--- src/hw/rtl/mqtt_receive_ack_keepalive_assert.svh ---
// Assertion macros for the receive engine.
`ifndef MQTT_RECEIVE_ACK_KEEPALIVE_ASSERT_SVH
`define MQTT_RECEIVE_ACK_KEEPALIVE_ASSERT_SVH
`ifndef SYNTH
`define MQTTRAK_ASSERT_IMP(label, clk, rstn, ante, cons) \
    label: assert property (@(posedge clk) disable iff (!rstn) (ante) |-> (cons)) \
        else $error("same-cycle check failed");
`define MQTTRAK_ASSERT_NEXT(label, clk, rstn, ante, cons) \
    label: assert property (@(posedge clk) disable iff (!rstn) (ante) |=> (cons)) \
        else $error("next-cycle check failed");
`else
`define MQTTRAK_ASSERT_IMP(label, clk, rstn, ante, cons)
`define MQTTRAK_ASSERT_NEXT(label, clk, rstn, ante, cons)
`endif
`endif

--- src/hw/rtl/mqttrak_pkg.sv ---
package mqttrak_pkg;

    localparam int unsigned MAX_LENGTH_BYTES_DEF = 4;
    localparam int unsigned QUEUE_DEPTH_DEF      = 4;
    localparam logic [15:0] KEEPALIVE_RESET      = 16'd40;

    typedef enum logic [1:0] {
        PH_HEADER  = 2'd0,
        PH_LENGTH  = 2'd1,
        PH_PAYLOAD = 2'd2
    } phase_t;

    typedef enum logic [1:0] {
        SEND_NONE = 2'd0,
        SEND_PING = 2'd1,
        SEND_ACK  = 2'd2
    } send_t;

    // packet types (upper nibble of the fixed header)
    localparam logic [3:0] KIND_NONE     = 4'd0;
    localparam logic [3:0] KIND_CONNACK  = 4'd2;
    localparam logic [3:0] KIND_PUBLISH  = 4'd3;
    localparam logic [3:0] KIND_PUBACK   = 4'd4;
    localparam logic [3:0] KIND_PUBREC   = 4'd5;
    localparam logic [3:0] KIND_PUBREL   = 4'd6;
    localparam logic [3:0] KIND_PUBCOMP  = 4'd7;
    localparam logic [3:0] KIND_SUBACK   = 4'd9;
    localparam logic [3:0] KIND_UNSUBACK = 4'd11;
    localparam logic [3:0] KIND_PINGRESP = 4'd13;
    localparam logic [3:0] KIND_RESERVED = 4'd15;

    localparam logic [1:0] QOS_1 = 2'd1;
    localparam logic [1:0] QOS_2 = 2'd2;

    // transmitted bytes
    localparam logic [7:0] BYTE_PUBACK  = 8'h40;
    localparam logic [7:0] BYTE_PUBREC  = 8'h50;
    localparam logic [7:0] BYTE_PUBREL  = 8'h62;
    localparam logic [7:0] BYTE_PUBCOMP = 8'h70;
    localparam logic [7:0] BYTE_ACK_LEN = 8'h02;
    localparam logic [7:0] BYTE_PINGREQ = 8'hC0;
    localparam logic [7:0] BYTE_ZERO    = 8'h00;

    typedef struct packed {
        send_t       send;
        logic [7:0]  ack_type;
        logic [15:0] packet_id;
        logic        connected;
        logic        online;
        logic        keepalive_on;
        logic        publish_done;
    } job_t;

endpackage

--- src/hw/rtl/mqtt_receive_ack_keepalive.sv ---
// Channel   Ports                         Payload
// s_        s_tvalid s_tready s_tdata     s_tdata: rx_byte; s_tuser: command
//           s_tuser
// m_        m_tvalid m_tready m_tdata     m_tdata: tx_out, flags; m_tuser: tx_valid;
//           m_tuser m_tlast               m_tlast: last
// cfg_      cfg_valid cfg_ready cfg_data  keepalive_seconds
//
// An input item is decoded in the cycle it is accepted; results leave one per cycle
// while m_tready holds. A reply is one beat (nothing sent), two (ping request) or four
// (acknowledgement), so the output beat counter, not the input, sets the sustained rate.
// A job queue of QUEUE_DEPTH entries sits between decode and output; s_tready
// drops only while it is full. Synchronous active-low reset, keepalive resets to 40.
`include "mqtt_receive_ack_keepalive_assert.svh"

module mqtt_receive_ack_keepalive #(
    parameter int unsigned MAX_LENGTH_BYTES = mqttrak_pkg::MAX_LENGTH_BYTES_DEF,
    parameter int unsigned QUEUE_DEPTH      = mqttrak_pkg::QUEUE_DEPTH_DEF
) (
    input  logic        aclk,
    input  logic        aresetn,
    input  logic        s_tvalid,
    output logic        s_tready,
    input  logic [7:0]  s_tdata,   // [7:0] rx_byte
    input  logic        s_tuser,   // [0] command
    output logic        m_tvalid,
    input  logic        m_tready,
    output logic [15:0] m_tdata,   // [7:0] tx_out, [8] connected, [9] online,
                                   // [10] keepalive_on, [11] publish_done, [15:12] zero
    output logic        m_tuser,   // [0] tx_valid
    output logic        m_tlast,
    input  logic        cfg_valid,
    output logic        cfg_ready,
    input  logic [15:0] cfg_data
);

    mqttrak_pkg::job_t front_job;
    mqttrak_pkg::job_t head_job;
    logic              q_full;
    logic              q_empty;
    logic              q_pop;
    logic              in_accept;
    logic [7:0]        tx_byte;
    logic [3:0]        flags;

    assign cfg_ready = 1'b1;
    assign s_tready  = !q_full;
    assign in_accept = s_tvalid && s_tready;

    mqttrak_front #(
        .MAX_LENGTH_BYTES (MAX_LENGTH_BYTES)
    ) u_front (
        .aclk       (aclk),
        .aresetn    (aresetn),
        .cfg_valid  (cfg_valid && cfg_ready),
        .cfg_data   (cfg_data),
        .in_accept  (in_accept),
        .in_command (s_tuser),
        .in_byte    (s_tdata),
        .job        (front_job)
    );

    mqttrak_queue #(
        .QUEUE_DEPTH (QUEUE_DEPTH)
    ) u_queue (
        .aclk     (aclk),
        .aresetn  (aresetn),
        .push     (in_accept),
        .push_job (front_job),
        .full     (q_full),
        .pop      (q_pop),
        .empty    (q_empty),
        .head_job (head_job)
    );

    mqttrak_back u_back (
        .aclk         (aclk),
        .aresetn      (aresetn),
        .empty        (q_empty),
        .head_job     (head_job),
        .pop          (q_pop),
        .out_valid    (m_tvalid),
        .out_ready    (m_tready),
        .out_tx_valid (m_tuser),
        .out_tx_byte  (tx_byte),
        .out_last     (m_tlast),
        .out_flags    (flags)
    );

    assign m_tdata = {4'b0000, flags, tx_byte};

    `MQTTRAK_ASSERT_IMP(a_quiet_single, aclk, aresetn, m_tvalid && !m_tuser, m_tlast && (m_tdata[7:0] == 8'h00))
    `MQTTRAK_ASSERT_NEXT(a_accept_queued, aclk, aresetn, s_tvalid && s_tready, !q_empty)
    `MQTTRAK_ASSERT_IMP(a_pop_on_last, aclk, aresetn, q_pop, !q_empty)

endmodule

--- src/hw/rtl/mqttrak_front.sv ---
module mqttrak_front #(
    parameter int unsigned MAX_LENGTH_BYTES = mqttrak_pkg::MAX_LENGTH_BYTES_DEF
) (
    input  logic               aclk,
    input  logic               aresetn,
    input  logic               cfg_valid,
    input  logic [15:0]        cfg_data,
    input  logic               in_accept,
    input  logic               in_command,
    input  logic [7:0]         in_byte,
    output mqttrak_pkg::job_t  job
);

    logic [15:0]         keepalive_reg;
    mqttrak_pkg::phase_t phase_reg, phase_next;
    logic [3:0]          packet_kind_reg, packet_kind_next;
    logic [1:0]          qos_level_reg, qos_level_next;
    logic [27:0]         remaining_len_reg, remaining_len_next;
    logic [1:0]          len_byte_count_reg, len_byte_count_next;
    logic [27:0]         payload_pos_reg, payload_pos_next;
    logic [15:0]         topic_len_reg, topic_len_next;
    logic [15:0]         packet_id_reg, packet_id_next;
    logic                conn_flag_reg, conn_flag_next;
    logic                online_flag_reg, online_flag_next;
    logic                ping_enable_reg, ping_enable_next;
    logic [1:0]          missed_pings_reg, missed_pings_next;
    logic [15:0]         secs_since_ping_reg, secs_since_ping_next;
    logic                never_pinged_reg, never_pinged_next;

    logic        finish;
    logic        send_ping;
    logic [27:0] len_sum;
    logic [27:0] pos_inc;
    logic [15:0] secs_inc;

    always_comb begin
        phase_next           = phase_reg;
        packet_kind_next     = packet_kind_reg;
        qos_level_next       = qos_level_reg;
        remaining_len_next   = remaining_len_reg;
        len_byte_count_next  = len_byte_count_reg;
        payload_pos_next     = payload_pos_reg;
        topic_len_next       = topic_len_reg;
        packet_id_next       = packet_id_reg;
        conn_flag_next       = conn_flag_reg;
        online_flag_next     = online_flag_reg;
        ping_enable_next     = ping_enable_reg;
        missed_pings_next    = missed_pings_reg;
        secs_since_ping_next = secs_since_ping_reg;
        never_pinged_next    = never_pinged_reg;
        finish    = 1'b0;
        send_ping = 1'b0;
        len_sum   = remaining_len_reg
                  + (28'(in_byte[6:0]) << (5'd7 * 5'(len_byte_count_reg)));
        pos_inc   = payload_pos_reg + 28'd1;
        secs_inc  = (secs_since_ping_reg == 16'hFFFF) ? secs_since_ping_reg
                                                       : secs_since_ping_reg + 16'd1;

        if (in_command) begin
            secs_since_ping_next = secs_inc;
            if (conn_flag_reg && ping_enable_reg
                && (never_pinged_reg || secs_inc >= keepalive_reg)) begin
                secs_since_ping_next = 16'd0;
                never_pinged_next    = 1'b0;
                if (missed_pings_reg > 2'd1) begin
                    online_flag_next  = 1'b0;
                    ping_enable_next  = 1'b0;
                    conn_flag_next    = 1'b0;
                    missed_pings_next = 2'd0;
                    never_pinged_next = 1'b1;
                end else begin
                    send_ping         = 1'b1;
                    missed_pings_next = missed_pings_reg + 2'd1;
                end
            end
        end else begin
            case (phase_reg)
                mqttrak_pkg::PH_LENGTH: begin
                    remaining_len_next = len_sum;
                    if (in_byte[7]
                        && (({1'b0, len_byte_count_reg} + 3'd1) < 3'(MAX_LENGTH_BYTES))) begin
                        len_byte_count_next = len_byte_count_reg + 2'd1;
                    end else if (len_sum == 28'd0) begin
                        finish = 1'b1;
                    end else begin
                        phase_next       = mqttrak_pkg::PH_PAYLOAD;
                        payload_pos_next = 28'd0;
                    end
                end
                mqttrak_pkg::PH_PAYLOAD: begin
                    if (packet_kind_reg == mqttrak_pkg::KIND_PUBLISH) begin
                        if (payload_pos_reg == 28'd0) begin
                            topic_len_next = {in_byte, 8'h00};
                        end else if (payload_pos_reg == 28'd1) begin
                            topic_len_next = {topic_len_reg[15:8], topic_len_reg[7:0] | in_byte};
                        end else if (qos_level_reg != 2'd0
                                     && payload_pos_reg == 28'(topic_len_reg) + 28'd2) begin
                            packet_id_next = {in_byte, 8'h00};
                        end else if (qos_level_reg != 2'd0
                                     && payload_pos_reg == 28'(topic_len_reg) + 28'd3) begin
                            packet_id_next = {packet_id_reg[15:8], packet_id_reg[7:0] | in_byte};
                        end
                    end else begin
                        if (payload_pos_reg == 28'd0) begin
                            packet_id_next = {in_byte, 8'h00};
                        end else if (payload_pos_reg == 28'd1) begin
                            packet_id_next = {packet_id_reg[15:8], packet_id_reg[7:0] | in_byte};
                        end
                    end
                    payload_pos_next = pos_inc;
                    if (pos_inc >= remaining_len_reg) begin
                        finish = 1'b1;
                    end
                end
                default: begin
                    if (in_byte[7:4] != mqttrak_pkg::KIND_NONE
                        && in_byte[7:4] != mqttrak_pkg::KIND_RESERVED) begin
                        packet_kind_next    = in_byte[7:4];
                        qos_level_next      = in_byte[2:1];
                        remaining_len_next  = 28'd0;
                        len_byte_count_next = 2'd0;
                        payload_pos_next    = 28'd0;
                        topic_len_next      = 16'd0;
                        packet_id_next      = 16'd0;
                        phase_next          = mqttrak_pkg::PH_LENGTH;
                    end else begin
                        phase_next = mqttrak_pkg::PH_HEADER;
                    end
                end
            endcase

            if (finish) begin
                phase_next = mqttrak_pkg::PH_HEADER;
                case (packet_kind_reg)
                    mqttrak_pkg::KIND_CONNACK: begin
                        conn_flag_next = 1'b1;
                    end
                    mqttrak_pkg::KIND_PUBACK, mqttrak_pkg::KIND_PUBCOMP,
                    mqttrak_pkg::KIND_SUBACK, mqttrak_pkg::KIND_UNSUBACK: begin
                        ping_enable_next = 1'b1;
                    end
                    mqttrak_pkg::KIND_PINGRESP: begin
                        online_flag_next  = 1'b1;
                        missed_pings_next = 2'd0;
                    end
                    default: begin
                    end
                endcase
            end
        end
    end

    // job for the reply side
    always_comb begin
        job              = '0;
        job.send         = mqttrak_pkg::SEND_NONE;
        job.packet_id    = packet_id_next;
        job.connected    = conn_flag_next;
        job.online       = online_flag_next;
        job.keepalive_on = ping_enable_next;
        if (send_ping) begin
            job.send = mqttrak_pkg::SEND_PING;
        end
        if (finish) begin
            case (packet_kind_reg)
                mqttrak_pkg::KIND_PUBLISH: begin
                    job.publish_done = 1'b1;
                    if (qos_level_reg == mqttrak_pkg::QOS_1) begin
                        job.send     = mqttrak_pkg::SEND_ACK;
                        job.ack_type = mqttrak_pkg::BYTE_PUBACK;
                    end else if (qos_level_reg == mqttrak_pkg::QOS_2) begin
                        job.send     = mqttrak_pkg::SEND_ACK;
                        job.ack_type = mqttrak_pkg::BYTE_PUBREC;
                    end
                end
                mqttrak_pkg::KIND_PUBREC: begin
                    job.send     = mqttrak_pkg::SEND_ACK;
                    job.ack_type = mqttrak_pkg::BYTE_PUBREL;
                end
                mqttrak_pkg::KIND_PUBREL: begin
                    job.send     = mqttrak_pkg::SEND_ACK;
                    job.ack_type = mqttrak_pkg::BYTE_PUBCOMP;
                end
                default: begin
                end
            endcase
        end
    end

    always_ff @(posedge aclk) begin
        if (!aresetn) begin
            keepalive_reg       <= mqttrak_pkg::KEEPALIVE_RESET;
            phase_reg           <= mqttrak_pkg::PH_HEADER;
            packet_kind_reg     <= 4'd0;
            qos_level_reg       <= 2'd0;
            remaining_len_reg   <= 28'd0;
            len_byte_count_reg  <= 2'd0;
            payload_pos_reg     <= 28'd0;
            topic_len_reg       <= 16'd0;
            packet_id_reg       <= 16'd0;
            conn_flag_reg       <= 1'b0;
            online_flag_reg     <= 1'b0;
            ping_enable_reg     <= 1'b0;
            missed_pings_reg    <= 2'd0;
            secs_since_ping_reg <= 16'd0;
            never_pinged_reg    <= 1'b1;
        end else begin
            if (cfg_valid) begin
                keepalive_reg <= cfg_data;
            end
            if (in_accept) begin
                phase_reg           <= phase_next;
                packet_kind_reg     <= packet_kind_next;
                qos_level_reg       <= qos_level_next;
                remaining_len_reg   <= remaining_len_next;
                len_byte_count_reg  <= len_byte_count_next;
                payload_pos_reg     <= payload_pos_next;
                topic_len_reg       <= topic_len_next;
                packet_id_reg       <= packet_id_next;
                conn_flag_reg       <= conn_flag_next;
                online_flag_reg     <= online_flag_next;
                ping_enable_reg     <= ping_enable_next;
                missed_pings_reg    <= missed_pings_next;
                secs_since_ping_reg <= secs_since_ping_next;
                never_pinged_reg    <= never_pinged_next;
            end
        end
    end

endmodule

--- src/hw/rtl/mqttrak_queue.sv ---
module mqttrak_queue #(
    parameter int unsigned QUEUE_DEPTH = mqttrak_pkg::QUEUE_DEPTH_DEF
) (
    input  logic               aclk,
    input  logic               aresetn,
    input  logic               push,
    input  mqttrak_pkg::job_t  push_job,
    output logic               full,
    input  logic               pop,
    output logic               empty,
    output mqttrak_pkg::job_t  head_job
);

    localparam int unsigned AW = (QUEUE_DEPTH > 1) ? $clog2(QUEUE_DEPTH) : 1;
    localparam int unsigned CW = $clog2(QUEUE_DEPTH + 1);

    mqttrak_pkg::job_t mem [QUEUE_DEPTH];
    logic [AW-1:0] wr_ptr_reg, wr_ptr_next;
    logic [AW-1:0] rd_ptr_reg, rd_ptr_next;
    logic [CW-1:0] count_reg, count_next;

    assign full     = (count_reg == CW'(QUEUE_DEPTH));
    assign empty    = (count_reg == '0);
    assign head_job = mem[rd_ptr_reg];

    always_comb begin
        wr_ptr_next = wr_ptr_reg;
        rd_ptr_next = rd_ptr_reg;
        count_next  = count_reg;
        if (push) begin
            wr_ptr_next = (wr_ptr_reg == AW'(QUEUE_DEPTH - 1)) ? '0 : wr_ptr_reg + AW'(1);
        end
        if (pop) begin
            rd_ptr_next = (rd_ptr_reg == AW'(QUEUE_DEPTH - 1)) ? '0 : rd_ptr_reg + AW'(1);
        end
        if (push && !pop) begin
            count_next = count_reg + CW'(1);
        end else if (pop && !push) begin
            count_next = count_reg - CW'(1);
        end
    end

    always_ff @(posedge aclk) begin
        if (!aresetn) begin
            wr_ptr_reg <= '0;
            rd_ptr_reg <= '0;
            count_reg  <= '0;
        end else begin
            wr_ptr_reg <= wr_ptr_next;
            rd_ptr_reg <= rd_ptr_next;
            count_reg  <= count_next;
        end
    end

    always_ff @(posedge aclk) begin
        if (push) begin
            mem[wr_ptr_reg] <= push_job;
        end
    end

endmodule

--- src/hw/rtl/mqttrak_back.sv ---
module mqttrak_back (
    input  logic               aclk,
    input  logic               aresetn,
    input  logic               empty,
    input  mqttrak_pkg::job_t  head_job,
    output logic               pop,
    output logic               out_valid,
    input  logic               out_ready,
    output logic               out_tx_valid,
    output logic [7:0]         out_tx_byte,
    output logic               out_last,
    output logic [3:0]         out_flags
);

    logic       out_valid_reg, out_valid_next;
    logic       tx_valid_reg, tx_valid_next;
    logic [7:0] tx_byte_reg, tx_byte_next;
    logic       last_reg, last_next;
    logic [3:0] flags_reg, flags_next;
    logic [1:0] beat_reg, beat_next;
    logic [1:0] last_beat;
    logic       load;

    assign load = !out_valid_reg || out_ready;

    always_comb begin
        case (head_job.send)
            mqttrak_pkg::SEND_ACK:  last_beat = 2'd3;
            mqttrak_pkg::SEND_PING: last_beat = 2'd1;
            default:                last_beat = 2'd0;
        endcase
    end

    always_comb begin
        out_valid_next = out_valid_reg;
        beat_next      = beat_reg;
        pop            = 1'b0;
        if (load) begin
            out_valid_next = !empty;
            if (!empty) begin
                if (beat_reg == last_beat) begin
                    pop       = 1'b1;
                    beat_next = 2'd0;
                end else begin
                    beat_next = beat_reg + 2'd1;
                end
            end
        end
    end

    always_comb begin
        tx_valid_next = (head_job.send != mqttrak_pkg::SEND_NONE);
        last_next     = (beat_reg == last_beat);
        flags_next    = {head_job.publish_done, head_job.keepalive_on,
                         head_job.online, head_job.connected};
        tx_byte_next  = mqttrak_pkg::BYTE_ZERO;
        case (head_job.send)
            mqttrak_pkg::SEND_ACK: begin
                case (beat_reg)
                    2'd0:    tx_byte_next = head_job.ack_type;
                    2'd1:    tx_byte_next = mqttrak_pkg::BYTE_ACK_LEN;
                    2'd2:    tx_byte_next = head_job.packet_id[15:8];
                    default: tx_byte_next = head_job.packet_id[7:0];
                endcase
            end
            mqttrak_pkg::SEND_PING: begin
                tx_byte_next = (beat_reg == 2'd0) ? mqttrak_pkg::BYTE_PINGREQ
                                                  : mqttrak_pkg::BYTE_ZERO;
            end
            default: begin
                tx_byte_next = mqttrak_pkg::BYTE_ZERO;
            end
        endcase
    end

    always_ff @(posedge aclk) begin
        if (!aresetn) begin
            out_valid_reg <= 1'b0;
            beat_reg      <= 2'd0;
        end else begin
            out_valid_reg <= out_valid_next;
            beat_reg      <= beat_next;
        end
    end

    always_ff @(posedge aclk) begin
        if (load && !empty) begin
            tx_valid_reg <= tx_valid_next;
            tx_byte_reg  <= tx_byte_next;
            last_reg     <= last_next;
            flags_reg    <= flags_next;
        end
    end

    assign out_valid    = out_valid_reg;
    assign out_tx_valid = tx_valid_reg;
    assign out_tx_byte  = tx_byte_reg;
    assign out_last     = last_reg;
    assign out_flags    = flags_reg;

endmodule

--- config.mk ---
export PLATFORM = sky130hd
export DESIGN_NAME = mqtt_receive_ack_keepalive
export DESIGN_NICKNAME = d
export VERILOG_FILES = /design/src/hw/rtl/mqttrak_pkg.sv /design/src/hw/rtl/mqtt_receive_ack_keepalive.sv /design/src/hw/rtl/mqttrak_front.sv /design/src/hw/rtl/mqttrak_queue.sv /design/src/hw/rtl/mqttrak_back.sv
export VERILOG_INCLUDE_DIRS = /design/src /design/src/hw/rtl
export SDC_FILE = /design/constraint.sdc
export NUM_CORES = 1
export LEC_CHECK = 0
export BUFFER_PORTS_ARGS = -buffer_cell sky130_fd_sc_hd__buf_2
export CAP_MARGIN = 10
export CORE_ASPECT_RATIO = 1.25
export CORE_MARGIN = 10
export CORE_UTILIZATION = 25
export CTS_BUF_LIST = sky130_fd_sc_hd__clkbuf_4
export DETAILED_ROUTE_END_ITERATION = 10
export HOLD_SLACK_MARGIN = 0.12
export PLACE_DENSITY = 0.5
export RECOVER_POWER = 100
export REMOVE_ABC_BUFFERS = 1
export SETUP_SLACK_MARGIN = 0.4
export SLEW_MARGIN = 20
export SYNTH_ARGS = -nofsm -noshare
export SYNTH_HDL_FRONTEND = slang
export SYNTH_HIERARCHICAL = 1
export SYNTH_SLANG_ARGS = --single-unit
--- constraint.sdc ---
create_clock -name aclk -period 4.72 [get_ports aclk]
set_input_delay 0.944 -clock aclk [delete_from_list [all_inputs] [get_ports aclk]]
set_output_delay 0.944 -clock aclk [all_outputs]
set_load 0.1 [all_outputs]
# Word-level counts from Yosys, hierarchy flattened
# Memories as Yosys holds them, arrays and structs flattened. A register that Yosys moved wholly into a read port is not among the register bits.
# Index checks and enable logic that the tools add are counted.
# op_classes
addsub	13
multipliers	1
div	0
n_lt_le_gt_ge	4
eq_ne	36
shifts	1
mux	83
n_bitwise	7
reduce_logical	43
# op_table
operator	n
2-to-1 mux 16 bit	12
case mux 28 bit (2 select lines)	2
2-to-1 mux 28 bit	3
case mux 16 bit (2 select lines)	2
equality test 28 bit	2
logical NOT 28 bit	2
adder 16 x 2 -> 17 bit (second input constant)	2
2-to-1 mux 1 bit	33
2-to-1 mux 8 bit	4
2-to-1 mux 10 bit	3
2-to-1 mux 2 bit	15
case mux 10 bit (3 select lines)	1
adder 28 x 1 -> 28 bit (second input constant)	1
adder 28 bit	1
equality test 28 x 1 -> 1 bit (second input constant)	1
greater-or-equal comparator 28 bit	1
left shift 7 x 5 -> 28 bit	1
case mux 8 bit (3 select lines)	1
adder 16 x 1 -> 16 bit (second input constant)	1
equality test 16 bit (second input constant)	1
equality test 4 x 3 -> 1 bit (second input constant)	4
greater-or-equal comparator 16 bit	1
bitwise OR 8 bit	2
case mux 8 bit (2 select lines)	1
37 further kinds	91
# word_totals
ff_bits	160
latchBits	0
ram_bits	120
mem_bits_ro	0
input_bits	30
output_inout_bits	21
elab_cells	214
mem_count	1
# mem_list
memory	words	width	rd	rd_ports_with_merged_regs	wr	line_no	rtl
u_queue.mem	4	30	1	1	1	mqttrak_queue.sv:17	mqttrak_pkg::job_t mem [QUEUE_DEPTH];

# Longest topological paths before layout
# Gate-level depths: netlist (run 1).
# logic_depth
depth_word	12
ltp_mapped	21
depth_no_buf	18

# Modules after synthesis
# The synthesis (run 1) kept the hierarchy.
# modules_own_cells
module	n_inst	cells_per_inst	area_each_um2	seq_area_each_um2
mqttrak_front	1	1496	11187.0	2722.6
mqttrak_queue	1	200	4785.8	3783.6
mqttrak_back	1	76	895.9	480.5
mqtt_receive_ack_keepalive	1	9	55.1	0.0

# Worst setup path before layout (run 1)
# Ideal clock, no wire load.
# synth_timing
path_kind	reg-to-reg
startpoint	register u_front.payload_pos_reg[0]
endpoint	memory u_queue/mem[0][29] (netlist name) (data pin)
setup_time_ns	0.132
arrival_time_ns	4.649
t_required_ns	4.588
slack_ns	-0.061
path_stages_with_launch	22
path_buffers	3
synth_period_minus_slack_ns	4.781
path_cell_list	dfxtp_1 -> ha_1 -> and3_1 -> and3_1 -> and3_1 -> clkbuf_1 -> nand3_1 -> or2_2 -> nor2_1 -> nand3_1 -> xnor2_1 -> ha_1 -> nand4_1 -> nor4_1 -> o31ai_1 -> a31oi_1 -> o21a_1 -> a41oi_1 -> or3_1 -> buf_2 -> nor3_1 -> buf_4
# synth_lines
item	line_no	rtl
start: declaration	mqttrak_front.sv:20	logic [27:0] payload_pos_reg, payload_pos_next;
start signal: assignment	mqttrak_front.sv:217	payload_pos_reg <= payload_pos_next;
end: declaration	mqttrak_queue.sv:17	

# Worst setup path in the final report (run 1)
# layout_timing
startpoint	register u_front.len_byte_count_reg[0]
endpoint	register u_front.payload_pos_reg[12]
# layout_between
elab_chain_len	6
word_cells_on_any_way	10
classes_between	2 x add/sub; 1 x mul; 1 x order compare; 2 x eq/ne; 1 x shift; 3 x reduce/logical
# layout_rtl
item	line_no	rtl
start: declaration	mqttrak_front.sv:19	logic [1:0] len_byte_count_reg, len_byte_count_next;
start signal: assignment	mqttrak_front.sv:216	len_byte_count_reg <= len_byte_count_next;
multiplier 3 x 2 -> 5 bit	mqttrak_front.sv:54	+ (28'(in_byte[6:0]) << (5'd7 * 5'(len_byte_count_reg)));
left shift 7 x 5 -> 28 bit	mqttrak_front.sv:54	
adder 28 bit	mqttrak_front.sv:54	
logical NOT 28 bit	mqttrak_front.sv:83	end else if (len_sum == 28'd0) begin
inequality test 2 bit (no line)	--	
AND reduction 5 bit (no line) *	--	
# Every way passes the cells marked *; elsewhere a longest branch is shown, timed or not.
# A chain may end at the register's enable or synchronous reset.

==> results of run 1 <==
per-stage QoR:
step	setup TNS, ns	setup slack, ns	power, µW	hold slack, ns	util (%)
floorplan	-0.271	-0.0339	4090	0.449	-
global placement	-18.10	-0.508	4520	0.464	28.5
detailed placement	-16.41	-0.436	4540	0.468	28.5
CTS	0	0.236	6780	0.310	30.4
global route	0	0.0396	7010	0.350	31.0
finish	0	0.200	6630	0.409	31.0
critical path, cell delays in order (launching register included):
cell       delay (ns)
dfxtp_2          0.33
nor2_1           0.05
buf_4            0.17
and2_1           0.17
ha_2             0.17
fa_1             0.42
a211oi_4         0.32
o211ai_1         0.17
nand3_1          0.19
a21oi_1          0.15
or4_1            0.48
and4_1           0.23
buf_4            0.15
or4_4            0.43
buf_6            0.14
o21ai_2          0.39
clkbuf_16        0.25
a32oi_1          0.07
o22ai_1          0.19
power groups by stage:
stage / registers (µW) / clock network, µW / logic, µW
6_report: 2910 / 2170 / 1540
5_1_grt: 2940 / 2400 / 1670
4_1_cts: 2910 / 2290 / 1590
3_5_place_dp: 2960 / 0 / 1580
3_3_place_gp: 2960 / 0 / 1560
2_1_floorplan: 3420 / 0 / 668
what timing repair did:
action                                  CTS  global route
pin swaps                                10            26
cloned                                    0             3
endpoints found under the setup margin   55            92
gates resized for setup                  50            74
buffers inserted                          9             7
cell type report:
type,instances,area (µm²),area share (%)
antenna,1,2.50,0.0120
clock buffer,108,811,3.90
clock inverter,34,161,0.777
inverter,90,339,1.63
multi-input combinational,1297,9630,46.4
sequential,282,6990,33.7
tap,864,1080,5.20
timing repair buffer,244,1750,8.43
cells by family (layout without fill, tap and decap cells):
group           Yosys count  in the layout  synth area share (%)
flops                   282            282                  41.3
xor+xnor                 82             82                  4.24
other cells               3             10                0.0665
compound gates          418            419                  16.5
mux                      80             80                  7.09
simple gates            609            609                  18.2
fa+ha+maj                98             98                  7.33
buf+inv                 209            476                  5.30
layout by cell type, fill, tap and decap left out, types with 23 or more instances in the layout:
cell type	count
nand2_1	153
o21ai_0	60
clkbuf_4	110
nand4_1	26
a21o_1	24
a21oi_1	112
nand3_1	68
inv_1	89
ha_1	87
buf_4	171
xor2_1	28
and2_1	30
and3_1	26
clkbuf_1	30
xnor2_1	50
mux2i_1	31
nor2_1	131
nor3_1	40
dfxtp_1	144
buf_2	28
mux4_2	30
o211ai_1	24
clkinv_1	23
edfxtp_1	134
routing by layer:
metal	part of all wire, %	global-route usage (%)	up-vias
met5	0	0	-
met4	2.5	4.73	0
met3	3.4	1.84	80
met2	52	22.7	286
met1	42	14.5	6905
li1	-	-	7027
worst paths after layout:
path / startpoint / end / slack, ns / cells after the start
setup reg to reg: u_front/len_byte_count_reg[0] / u_front/payload_pos_reg[12] / 0.20 / 18
setup / recovery: u_front/len_byte_count_reg[0] / u_front/payload_pos_reg[12] / 0.20 / 18
hold / removal: cfg_data[10] / u_front/keepalive_reg[10] / 0.41 / 3
hold reg to reg: u_front/packet_id_reg[1] / u_front/packet_id_reg[1] / 0.49 / 2
==> impl_results.md, run 1 <==
- Fill cells: around 7,000
- Crit Path Max Fanout: 7
- Synth Register Bits: 282
- Final cell count without fillers: about 3,000
- Worst hold-check path type: in -> reg
- Initial DRC Count: 873
- Post-CTS Hold Fix Bufs: 0
- Slew HR: -37.4%
- Area Growth Syn to Fin: 22.7%
- Synth top area share: a little under a quarter
- Worst EP required: roughly 5.4 ns
- Seq pwr share: 43.9%
- Top cells by area, synth: edfxtp_1 24%, dfxtp_1 18%, ha_1 7.1%
- Prevailing post-synth register cell: dfxtp_1
- Pwr dens: between 300 and 400 nW/µm²
- Number of global-route vias before repair: 14,500
- Antenna violations before repair: 4
- Die area: between 70,000 and 80,000 µm²
- Fin area: between 20,000 and 25,000 µm²
- Mapped Area: roughly 17,000 µm²
- Final GP Congestion: roughly 0.89
- Core Footprint: roughly 67,000 µm²
- Yosys warning count: 6
- Root buf cell: clkbuf_4
- Worst-path clk slew: approximately 0.06 ns
- Lkg Pwr: between 0.007 and 0.008 µW
- Share of cells above drive strength 1: between 20% and 30%
- Setup crit end kind: flip-flop
- Post-Place Cells: 2,758
- Post-route clock skew: between 0.05 and 0.06 ns
- Max Root-Sink Buffers: 3
- Internal: roughly 4300 µW
- Number of CTS-inserted buffers: just under 80
- Most common cell in the netlist: nand2_1
- DRC viols: 0
- Drt first pass iters: 7
- Critical Setup Path Class: reg -> reg
- Die extent in x: 253 µm
- Final hold violation count: 0
- Peak VDD IR: between 0.15 and 0.2 mV
- Post-synthesis async set-or-reset flop share: 0%
- Fmax: roughly 220 MHz
- Switching Fraction: roughly a third
- Average size of a mapped cell: approximately 9.5 µm²
- FP Rows: between 100 and 150
- Die Span Y: about 310 µm
- Post-DP HPWL: 36,200 µm
- Count of different cell masters after synthesis: 90
- WL final: 50,400 µm
- CTS tree: built
- Seq/Total Area, Yosys: around two fifths
- Status: finished, violations left
- H-Tree Depth: 3
- Arrival time of the worst setup path: 5.21 ns
- Io pins: 51
- CP Launch Type: flip-flop
- Routed via count: ~14,000
- Commonest cells in the synthesized netlist: 155 x nand2_1, 148 x dfxtp_1, 134 x edfxtp_1, 134 x nor2_1, 120 x a21oi_1
- Clock latency at the later pin of the worst-skew pair: just under 0.8 ns
- CTS Sinks: roughly 280
- Placed Area: 19,100 µm²
- Gr ovfl total: 0
- Slew @ Worst Pin: just over 2 ns
- Vias per cell: a little under 5
- Largest net degree at the start of global routing: between 40 and 50
- Clock Power Share: between 30% and 40%
- Slew Viols, Final: between 200 and 250
- Largest register FFs: 120
- Final setup fails: 0
- Fin crit period: roughly 4.5 ns
- Sw power: 2280 µW
- Cell taking the most area after synthesis: edfxtp_1
- GRT Total Usage: around an eighth
- Port Buffer Count: 45
- Period utilisation layout: between 90% and 100%
- First-pass GRT wire length: 79,100 µm
- Portion of total power attributed to combinational logic: between 20% and 30%
- Max Cap Viol: 7
- ANT nets after route: 0
- Cells after Synth: ~1,800
- Initial core utilization: between 20% and 30%
- Post-synth EDFFs: 134
- RSZ-0062 raised after global routing: true
- Final net count: 2,120
- Failing checks: max-capacitance violations, max-slew violations
- Post-DR wirelength/cell: ~17 µm
Note: power is estimated with default switching activity, not from simulation.
==> run 2: changes to the inputs <==
--- a/config.mk
+++ b/config.mk
@@ -10,11 +10,11 @@
 export CAP_MARGIN = 10
 export CORE_ASPECT_RATIO = 1.25
 export CORE_MARGIN = 10
-export CORE_UTILIZATION = 25
+export CORE_UTILIZATION = 55
 export CTS_BUF_LIST = sky130_fd_sc_hd__clkbuf_4
 export DETAILED_ROUTE_END_ITERATION = 10
 export HOLD_SLACK_MARGIN = 0.12
-export PLACE_DENSITY = 0.5
+export PLACE_DENSITY = 0.85
 export RECOVER_POWER = 100
 export REMOVE_ABC_BUFFERS = 1
 export SETUP_SLACK_MARGIN = 0.4
==> run 2 against run 1 <==
  * The flow still finishes with violations (max-capacitance violations, max-slew violations)
  * First-iteration DRC count increased by 60%
  * Maximum frequency increased by 3.1%
  * Wire length shrank 11%
  * Design area fell by 8.0%
  * Worst setup slack better by 0.13 ns
  * Utilization increased by 32 points
  * Critical endpoint is now u_queue/mem[1][21]
==> impl_results.md, run 2 (same netlist as run 1, synthesis figures left out) <==
- Number of CTS-inserted buffers: 74 (-3.9%)
- RSZ-0062 raised after global routing: true
- Slew HR: -56.1% (-19 points)
- Arrival time of the worst setup path: 4.86 ns (-0.35 ns)
- Antenna violations before repair: 1 (-3)
- CTS tree: built
- Routed via count: 14,700 (+2.9%)
- First-pass GRT wire length: 72,200 µm (-8.6%)
- CP Launch Type: flip-flop
- Worst EP required: 5.19 ns (-0.22 ns)
- WL final: 45,000 µm (-11%)
- ANT nets after route: 0 (unchanged)
- Fill cells: 2,363 (-66%)
- Final GP Congestion: 0.961 (+8.0%)
- FP Rows: 71 (-33%)
- Worst hold-check path type: reg -> reg
- Status: finished, violations left
- FF-to-FF path depth: 19 (+1)
- Final hold violation count: 0 (unchanged)
- Io pins: 51 (unchanged)
- Hold_ws: 0.488 ns (+0.0783 ns)
- Gr ovfl total: 0 (unchanged)
- Core Footprint: 30,200 µm² (-55%)
- Drt first pass iters: 6 (-1)
- Pwr dens: 344 nW/µm² (+7.8%)
- Port Buffer Count: 45 (unchanged)
- Commonest non-fill, non-tap cells in the layout: 155 x nand2_1, 143 x dfxtp_1, 134 x edfxtp_1, 130 x nor2_1, 119 x a21oi_1
- Final Power: 6570 µW (-0.84%)
- Initial core utilization: 56.0% (+31 points)
- Peak VDD IR: 0.373 mV (+130%)
- Placed Area: 17,900 µm² (-6.5%)
- Slew @ Worst Pin: 2.34 ns (+0.280 ns)
- DRC viols: 0 (unchanged)
- H-Tree Depth: 3 (unchanged)
- Clock latency at the later pin of the worst-skew pair: 0.73 ns (-0.04 ns)
- Slew Viols, Final: 244 (+9.4%)
- Failing checks: max-capacitance violations, max-slew violations
- Die area: 38,200 µm² (-51%)
- Vias per cell: 6.25 (+28%)
- Post-CTS Hold Fix Bufs: 0 (unchanged)
- Fin area: 19,100 µm² (-8.0%)
- Flop2flop setup slack: 0.33 ns (+0.13 ns)
- Setup crit end kind: flip-flop
- CTS Sinks: 282 (unchanged)
- Max Cap Viol: 7 (unchanged)
- Fin crit period: 4.39 ns (-0.134 ns)
- Reg2reg end: u_queue/mem[1][21]
- R2r startpoint: u_front/payload_pos_reg[1]
- Period utilisation layout: 92.9% (-2.8 points)
- Worst-path clk slew: 0.06 ns (about the same)
- Crit Path Max Fanout: 5 (-2)
- Number of global-route vias before repair: 14,800 (+1.9%)
- Critical Setup Path Class: reg -> reg
- GRT Total Usage: 22.8% (+10 points)
- Hold Path Sink: u_front/packet_id_reg[4]
- Fin util: 63.3% (+32 points)
- Final setup fails: 0 (unchanged)
- Lkg Pwr: 0.00734 µW (-8.0%)
- Post-route clock skew: 0.0780 ns (+0.0253 ns)
- Die Span Y: 216 µm (-30%)
- Setup ws final: 0.334 ns (+0.134 ns)
- Area Growth Syn to Fin: 12.9%
- Die extent in x: 177 µm (-30%)
- Worst min-delay path startpoint: u_front/packet_id_reg[4]
- Cells on Worst Hold Path: 2 (-1)
- Commonest non-fill, non-tap cell in the layout: nand2_1
- Largest register FFs: 120 (unchanged)
- Post-DR wirelength/cell: 19.1 µm (+11%)
- Largest net degree at the start of global routing: 47 (unchanged)
- Share of cells above drive strength 1: 17.6% (-5.3 points)
- Fmax: 228 MHz (+3.1%)
- Place WS: -0.478 ns (-0.0420 ns)
- Max Root-Sink Buffers: 3 (unchanged)
- Final net count: 2,022 (-4.6%)
- Post-DP HPWL: 31,000 µm (-14%)
- Root buf cell: clkbuf_4
- Initial DRC Count: 1,398 (+60%)
run 2: power breakdown:
part / switching [µW] / internal, µW / leakage [µW] / total [µW]
registers: 101 / 2800 / 0.00247 / 2900
logic: 1110 / 400 / 0.00430 / 1520
clock network: 1040 / 1110 / 0.000563 / 2160
total: 2260 / 4310 / 0.00734 / 6570
run 2: worst max path at each step:
stage | cells after the start | end | start | slack, ns
floorplan | 18 | u_queue/mem[0][26] | u_front/payload_pos_reg[0] | -0.03
detailed placement | 15 | u_queue/mem[1][21] | s_tdata[0] | -0.48
CTS | 19 | u_queue/mem[1][21] | u_front/payload_pos_reg[0] | 0.40
global route | 16 | u_queue/mem[3][25] | u_front/len_byte_count_reg[0] | 0.08
finish | 19 | u_queue/mem[1][21] | u_front/payload_pos_reg[1] | 0.33
global placement | 15 | u_queue/mem[0][21] | s_tdata[0] | -0.24
run 2: per-stage QoR:
step,TNS (ns),cells
2_1_floorplan,-0.271,1668
3_3_place_gp,-6.25,2210
3_5_place_dp,-11.66,2210
4_1_cts,0,2348
5_1_grt,0,2356
6_report,0,2356
run 2: metal layers:
| layer | vias to the layer above | track usage, % | part of all wire (%) |
|---|---|---|---|
| met5 | - | 0 | 0 |
| met1 | 7026 | 26.0 | 38 |
| li1 | 6828 | - | - |
| met3 | 188 | 4.38 | 7.3 |
| met4 | 0 | 13.4 | 4.8 |
| met2 | 673 | 39.0 | 50 |
run 2: cell type report:
cell class	count	area (µm²)	share of cell area (%)
Timing Repair Buffer	149	957	5.01
Antenna cell	1	2.50	0.0131
Tap cell	401	502	2.62
Multi-Input combinational cell	1297	9370	49.0
Clock inverter	28	141	0.740
Inverter	90	339	1.77
Sequential cell	282	7000	36.6
Clock buffer	108	811	4.24
run 2: repair_timing:
item / in CTS / in global routing
gates resized for setup: 25 / 44
pin swaps: 5 / 22
endpoints found under the hold margin: 0 / 0
setup buffers: 1 / 7
endpoints found under the setup margin: 58 / 86
cloned: 1 / 0
run 2: worst max-delay path, stage by stage, from the launching register on:
cell	delay, ns
dfxtp_2	0.36
ha_4	0.14
and3_4	0.19
and3_4	0.18
and3_4	0.20
nand3_4	0.08
or2_4	0.29
nor2_4	0.10
nand3_2	0.10
xnor2_2	0.17
ha_1	0.31
nand4_1	0.17
nor4_2	0.35
buf_4	0.17
o31ai_4	0.06
a31oi_2	0.18
o21a_1	0.23
a41oi_2	0.08
or3_4	0.44
nor4b_4	0.37
